==> config.mk <==
export PLATFORM = sky130hd
export DESIGN_NAME = mep_sequencer
export DESIGN_NICKNAME = d
export VERILOG_FILES = /design/src/rtl/mep_pkg.sv /design/src/rtl/mep_sequencer.sv
export SDC_FILE = /design/constraint.sdc
export NUM_CORES = 1
export LEC_CHECK = 0
export BUFFER_PORTS_ARGS = -buffer_cell sky130_fd_sc_hd__buf_2
export CAP_MARGIN = 10
export CORE_AREA = 2 2 39 41
export CTS_BUF_LIST = sky130_fd_sc_hd__clkbuf_4
export DETAILED_ROUTE_END_ITERATION = 16
export DIE_AREA = 0 0 41 43
export HOLD_SLACK_MARGIN = 0.15
export PLACE_DENSITY = 0.71
export SYNTH_ARGS = -nofsm -noshare
export SYNTH_HDL_FRONTEND = slang
export SYNTH_SLANG_ARGS = --single-unit
==> constraint.sdc <==
create_clock -name clk -period 3.25 [get_ports clk]
set_clock_uncertainty 0.1 [all_clocks]
set_input_delay 0.325 -clock clk [delete_from_list [all_inputs] [get_ports clk]]
set_output_delay 0.325 -clock clk [all_outputs]
set_load 0.005 [all_outputs]
==> src/rtl/mep_pkg.sv <==
// ----------------------------------------------------------------------------
// mep_pkg: shared types, constants and microcode for the escape-time pixel
// Holds the beat structs, the configuration set, the control word layout and
// the read-only control program that sequences the datapath.
// ----------------------------------------------------------------------------
package mep_pkg;

    // Fixed-point format and limits
    localparam int FRAC_BITS = 28;
    localparam int MAX_DIM   = 4096;
    localparam int MAX_ITER  = 4096;

    localparam int IDX_W    = $clog2(MAX_DIM);
    localparam int CNT_W    = $clog2(MAX_ITER) + 1;
    localparam int GRAY_W   = 8;
    localparam int C_W      = 32;
    localparam int STEP_W   = 31;
    localparam int CPROD_W  = IDX_W + STEP_W;
    localparam int CSUM_W   = CPROD_W + 2;
    localparam int Z_W      = 36;
    localparam int OP_W     = 32;
    localparam int PROD_W   = 2 * OP_W;
    localparam int NORM_W   = Z_W + 1;
    localparam int REM_W    = CNT_W + GRAY_W - 1;
    localparam int DIVK_W   = $clog2(GRAY_W);

    localparam logic [CNT_W-1:0]  MAX_ITER_VAL = CNT_W'(MAX_ITER);
    localparam logic [NORM_W-1:0] ESC_BOUND    = NORM_W'(4) << FRAC_BITS;

    // Configuration port
    localparam int CFG_IDX_W  = 3;
    localparam int CFG_DATA_W = 32;

    localparam logic [CFG_IDX_W-1:0] CFG_MAX_ITERATIONS = 3'd0;
    localparam logic [CFG_IDX_W-1:0] CFG_ORIGIN_RE      = 3'd1;
    localparam logic [CFG_IDX_W-1:0] CFG_ORIGIN_IM      = 3'd2;
    localparam logic [CFG_IDX_W-1:0] CFG_STEP_RE        = 3'd3;
    localparam logic [CFG_IDX_W-1:0] CFG_STEP_IM        = 3'd4;

    localparam logic [CNT_W-1:0]  RST_MAX_ITERATIONS = 13'd2048;
    localparam logic [C_W-1:0]    RST_ORIGIN_RE      = 32'hE800_0000;
    localparam logic [C_W-1:0]    RST_ORIGIN_IM      = 32'hF000_0000;
    localparam logic [STEP_W-1:0] RST_STEP_RE        = 31'd268435;
    localparam logic [STEP_W-1:0] RST_STEP_IM        = 31'd268435;

    typedef struct packed {
        logic [IDX_W-1:0] pixel_col;
        logic [IDX_W-1:0] pixel_row;
    } pix_in_t;

    typedef struct packed {
        logic [CNT_W-1:0]  escape_count;
        logic [GRAY_W-1:0] gray_level;
    } pix_out_t;

    typedef struct packed {
        logic [CNT_W-1:0]  max_iterations;
        logic [C_W-1:0]    origin_re;
        logic [C_W-1:0]    origin_im;
        logic [STEP_W-1:0] step_re;
        logic [STEP_W-1:0] step_im;
    } cfg_t;

    // Microcode
    typedef logic [2:0] ustep_t;

    localparam ustep_t STEP_IDLE  = 3'd0;
    localparam ustep_t STEP_CMUL  = 3'd1;
    localparam ustep_t STEP_CSUM  = 3'd2;
    localparam ustep_t STEP_TMUL  = 3'd3;
    localparam ustep_t STEP_UPD   = 3'd4;
    localparam ustep_t STEP_DINIT = 3'd5;
    localparam ustep_t STEP_DIV   = 3'd6;
    localparam ustep_t STEP_OUT   = 3'd7;

    typedef enum logic [1:0] {
        WAIT_NONE,
        WAIT_INPUT,
        WAIT_OUTPUT,
        WAIT_DIV
    } wait_t;

    typedef enum logic [1:0] {
        BR_NEXT,
        BR_ALWAYS,
        BR_DONE
    } branch_t;

    typedef struct packed {
        logic    load_in;
        logic    coord_mul;
        logic    coord_sum;
        logic    iter_mul;
        logic    iter_upd;
        logic    div_init;
        logic    div_step;
        logic    out_load;
        wait_t   wait_on;
        branch_t branch;
        ustep_t  target;
    } ctrl_word_t;

    typedef struct packed {
        logic done;
        logic div_busy;
        logic out_free;
    } status_t;

    function automatic ctrl_word_t ucode_rom(input ustep_t s);
        ctrl_word_t w;
        begin
            w         = '0;
            w.wait_on = WAIT_NONE;
            w.branch  = BR_NEXT;
            w.target  = STEP_IDLE;
            unique case (s)
                STEP_IDLE:
                begin
                    w.load_in = 1'b1;
                    w.wait_on = WAIT_INPUT;
                end
                STEP_CMUL:
                begin
                    w.coord_mul = 1'b1;
                end
                STEP_CSUM:
                begin
                    w.coord_sum = 1'b1;
                end
                STEP_TMUL:
                begin
                    w.iter_mul = 1'b1;
                    w.branch   = BR_DONE;
                    w.target   = STEP_DINIT;
                end
                STEP_UPD:
                begin
                    w.iter_upd = 1'b1;
                    w.branch   = BR_ALWAYS;
                    w.target   = STEP_TMUL;
                end
                STEP_DINIT:
                begin
                    w.div_init = 1'b1;
                end
                STEP_DIV:
                begin
                    w.div_step = 1'b1;
                    w.wait_on  = WAIT_DIV;
                end
                STEP_OUT:
                begin
                    w.out_load = 1'b1;
                    w.wait_on  = WAIT_OUTPUT;
                    w.branch   = BR_ALWAYS;
                    w.target   = STEP_IDLE;
                end
            endcase
            return w;
        end
    endfunction

endpackage

==> src/rtl/mep_sequencer.sv <==
// ----------------------------------------------------------------------------
// mep_sequencer: step counter and control store
// Fetches one control word per step, holds on wait conditions and takes
// unconditional jumps and conditional jumps on datapath status.
// ----------------------------------------------------------------------------
module mep_sequencer (
    input  logic                clk,
    input  logic                rst_n,
    input  logic                in_valid,
    input  mep_pkg::status_t    status,
    output logic                in_ready,
    output mep_pkg::ctrl_word_t ctrl
);

    mep_pkg::ustep_t pc_reg;
    mep_pkg::ustep_t pc_next;
    logic            hold;
    logic            take;

    always_comb
    begin
        ctrl = mep_pkg::ucode_rom(pc_reg);
    end

    assign in_ready = ctrl.load_in;

    always_comb
    begin
        unique case (ctrl.wait_on)
            mep_pkg::WAIT_NONE:   hold = 1'b0;
            mep_pkg::WAIT_INPUT:  hold = !in_valid;
            mep_pkg::WAIT_OUTPUT: hold = !status.out_free;
            mep_pkg::WAIT_DIV:    hold = status.div_busy;
        endcase
    end

    always_comb
    begin
        unique case (ctrl.branch)
            mep_pkg::BR_NEXT:   take = 1'b0;
            mep_pkg::BR_ALWAYS: take = 1'b1;
            mep_pkg::BR_DONE:   take = status.done;
            default:            take = 1'b0;
        endcase
    end

    always_comb
    begin
        priority if (hold)
        begin
            pc_next = pc_reg;
        end
        else if (take)
        begin
            pc_next = ctrl.target;
        end
        else
        begin
            pc_next = pc_reg + 3'd1;
        end
    end

    always_ff @(posedge clk or negedge rst_n)
    begin
        if (!rst_n)
        begin
            pc_reg <= mep_pkg::STEP_IDLE;
        end
        else
        begin
            pc_reg <= pc_next;
        end
    end

endmodule

# [Word level (Yosys, flattened, before mapping)]
# Cells that the tools add are included.
[classes] shifts=0 n_bitwise=0 order_cmp=0 n_div=0 add_sub_neg=1 eq_ne=12 n_mul=0 n_reduce_logical=4 n_mux=13
[op_table] operator="$pmux W5 S3" count=1
[op_table] operator="$eq A3 B3 Y1 const B" count=4
[op_table] operator="$mux W1" count=8
[op_table] operator="$eq A2 B2 Y1 const B" count=3
[op_table] operator="$eq A3 B2 Y1 const B" count=2
[op_table] operator="$pmux W2 S3" count=1
[op_table] operator="$eq A2 B1 Y1 const B" count=2
[op_table] operator="$pmux W1 S4" count=1
[op_table] operator="$add A3 B1 Y3 const B" count=1
[op_table] operator="$eq A3 B1 Y1 const B" count=1
[op_table] operator="$logic_not A3 Y1" count=1
[op_table] operator="$mux W3" count=1
[op_table] operator="$logic_not A1 Y1" count=2
[op_table] operator="$logic_not A2 Y1" count=1
[op_table] operator="$pmux W1 S2" count=1
[word_totals] memories=0 latchBits=0 rom_bits=0 in_bits=6 ram_bits=0 ff_bits=3

# [Depth between registers and ports, before layout]
[logic_depth] word_depth=5 depth_mapped=6 mapped_depth_nobuf=5

# [Worst setup path before layout]
# Ideal clock, no wire load.
[synth_timing] kind="reg2out" from="register pc_reg[0]" to="output port ctrl[3] in the netlist's numbering" path_slack_ns=1.537 arrival_ns=1.288 path_stages_with_launch=6 path_buffers=1 path_cell_list="dfrtp_1 > inv_1 > ha_1 > and2_2 > buf_2 > or2_2"
[synth_lines] item="from (decl)" line_no="mep_sequencer.sv:15" source="mep_pkg::ustep_t pc_reg;"
[synth_lines] item="from (signal assigned)" line_no="mep_sequencer.sv:67" source="pc_reg <= mep_pkg::STEP_IDLE;"
[synth_lines] item="from (signal assigned)" line_no="mep_sequencer.sv:71" source="pc_reg <= pc_next;"
[synth_lines] item="to (decl)" line_no="mep_sequencer.sv:12" source="output mep_pkg::ctrl_word_t ctrl"

==> metrics.md <==
| Metric | Value |
|---|---|
| Worst r2r src | `pc_reg[0]` |
| Post-Place Cells | `just under 80` |
| DR pass1 iterations | `2` |
| Synthesis-stage register bit count | `3` |
| Commonest non-fill, non-tap cell in the layout | `buf_2` |
| Pre-CTS WS | `~1400 ps` |
| Worst r2r dst | `pc_reg[0]` |
| Synth Area in Compound Gates | `18.8%` |
| # fillers | `~150` |
| Lkg Pwr | `between 0.0003 and 0.0004 uW` |
| Synthesized area | `433 um^2` |
| Total power | `about 560 uW` |
| Ports | `22` |
| Via count | `about 390` |
| CTS buffer count | `3` |
| Die width | `about 41 um` |
| Routed Antenna Nets | `0` |
| Largest family of logic cells by synthesized area | `simple AND/OR/NAND/NOR gates` |
| GRT overflow | `0` |
| First-pass GRT wire length | `roughly 1300 um` |
| Syn Inst Count | `45` |
| Worst Setup SP | `pc_reg[0]` |
| Post-synthesis mux area share | `approximately 4.6%` |
| Sum Neg Setup Slack | `0 ps` |
| Simple-Gate Fraction of Synth Area | `a little over a quarter` |
| Via-to-Cell Ratio | `between 4 and 5` |
| Adder-Cell Fraction of Synth Area | `roughly a fifth` |
| Core area | `around 1400 um^2` |
| Slew Limit Fails | `0` |
| Die ar. | `approximately 1800 um^2` |
| Worst-path clk slew | `about 40 ps` |
| Fin. Hold Viols | `0` |
| Most frequent cells in the layout | `21 x buf_2, 7 x ha_1, 5 x and2_2, 4 x clkbuf_4` |
| Post-CTS setup buffer count | `0` |
| Post-Synth XOR/XNOR Area | `0%` |
| Worst path arrival time | `1620 ps` |
| Nets | `80` |
| CTS Hold Bufs | `1` |
| Syn_area_per_cell | `around 9.6 um^2` |
| Yosys warns | `0` |
| F_max | `around 490 MHz` |
| Die H | `43 um` |
| Mean routed wirelength per cell | `around 9.7 um` |
| Endpoints failing setup | `0` |
| Required time worst endpoint | `about 2800 ps` |
| Fin crit period | `approximately 2000 ps` |
| Worst-margin pin slew | `roughly 400 ps` |
| Post-CTS Resized | `0` |
| Input/output buffers | `21` |
| Number of diodes | `0` |
| # DRC | `0` |
| Worst R2R Setup Slack | `1620 ps` |
| Tot GR Track Use | `a little over a tenth` |
| Cell Count, Final, Fillers Out | `82` |
| RSZ-0062 raised after global routing | `false` |
| Clock tree sinks | `3` |
| Register area share after synthesis | `around 17%` |
| Count of cell types in the netlist | `24` |
| Area Overhead vs Synth | `29.2%` |
| Slew headroom | `73.5%` |
| HP Class | `in2async` |
| Dpl hpwl | `roughly 650 um` |
| CTS root buf | `clkbuf_4` |
| PnR worst setup slack | `between 1000 and 1500 ps` |
| Initial Util | `about 31%` |
| Layout cells sized above 1 | `60.6%` |
| Clock latency on the worst-skew pair | `between 200 and 250 ps` |
| CP Capture Point | `ctrl[3]` |
| H-tree depth | `1` |
| Initial drt markers | `1` |
| CTS tree | `done` |
| Cell area after layout | `roughly 560 um^2` |
| Clk buf depth | `2` |
| Std-Cell Rows | `14` |
| Status | `finished, final reports clean` |
| Maximum VDD drop | `about 450 uV` |
| Fin crit share | `approximately 63%` |
| PwrDens | `between 1000 and 1500 nW/um^2` |
| Vias in the first global route | `between 300 and 400` |
| Synth Net Count | `between 50 and 60` |
| Max reg flops | `3` |
| DRT Wirelength | `between 700 and 800 um` |
| RePlAce Congestion | `between 0.7 and 0.8` |
| Initial antenna violation count | `0` |
| CP Launch Type | `flip-flop` |
| Largest net degree at the start of global routing | `15` |
| DP Area | `~520 um^2` |
| Crit Path Max Fanout | `5` |
| Reg2Reg Depth | `5` |
| Max-cap check violation count | `0` |
| Crit path kind | `reg2out` |
| Crit. End Element | `output port` |
[cells in the mapped netlist (all sizes together)]
cell | instances | area, um^2
o21ai | 2 | 17.5
a31oi | 2 | 18.8
mux2i | 2 | 20.0
and2 | 5 | 37.5
buf | 5 | 38.8
a21oi | 1 | 5.00
or2 | 1 | 6.26
and2b | 3 | 26.3
nor3 | 1 | 5.00
dfrtp | 3 | 75.1
a21o | 2 | 16.3
ha | 7 | 87.6
nand2 | 1 | 3.75
nand3 | 1 | 5.00
and4b | 1 | 10.0
a221oi | 1 | 15.0
inv | 3 | 11.3
a31o | 1 | 8.76
nand2b | 2 | 12.5
nor3b | 1 | 12.5
[worst max-delay path, cell delays in order, from the launching register on]
cell and delay, ps:
dfrtp_1 400, inv_1 100, ha_1 250, and2_2 240, or2_2 270, buf_2 120
[cell families after synthesis]
kind of cell / Yosys count
muxes: 2
DFF: 3
buffers and inverters: 8
and+or+nand+nor: 16
AOI/OAI and AO/OA: 9
adders and majority gates: 7
[how the worst min path moves through the flow]
stage	cells after the start	endpoint	from
finish	2	pc_reg[0]	rst_n
global route	2	pc_reg[0]	rst_n
CTS	2	pc_reg[1]	rst_n
detailed placement	1	pc_reg[0]	rst_n
global placement	1	pc_reg[0]	rst_n
floorplan	0	pc_reg[0]	rst_n
[metrics by stage]
step	hold WS [ps]	util, %
final	311	40.4
after global routing	317	40.4
after CTS	299	40.4
after detailed placement	22.2	37.5
after global placement	22.7	37.5
after floorplan	-70.6	-
[metal layers]
metal  vias up  routed length (um)  global-route usage, %
li1        193                   -                      -
met1       181                 300                   11.4
met2        13                 428                   16.6
met3         2                  50                   3.14
met4         0                  14                   10.0
met5         -                   0                      0
[report_power, final]
group          internal, uW  switching (uW)
Clock                  54.4            19.8
Sequential             59.7            37.5
Combinational           210             182
[cell type report]
type / count / area [um^2] / area share (%)
inverter: 3 / 11.3 / 2.01
tap: 16 / 20.0 / 3.58
multi-input combinational: 34 / 308 / 55.0
clock buffer: 4 / 30.0 / 5.37
sequential: 3 / 75.1 / 13.4
timing repair buffer: 22 / 115 / 20.6
No activity file was read; power rests on OpenSTA's default activity.
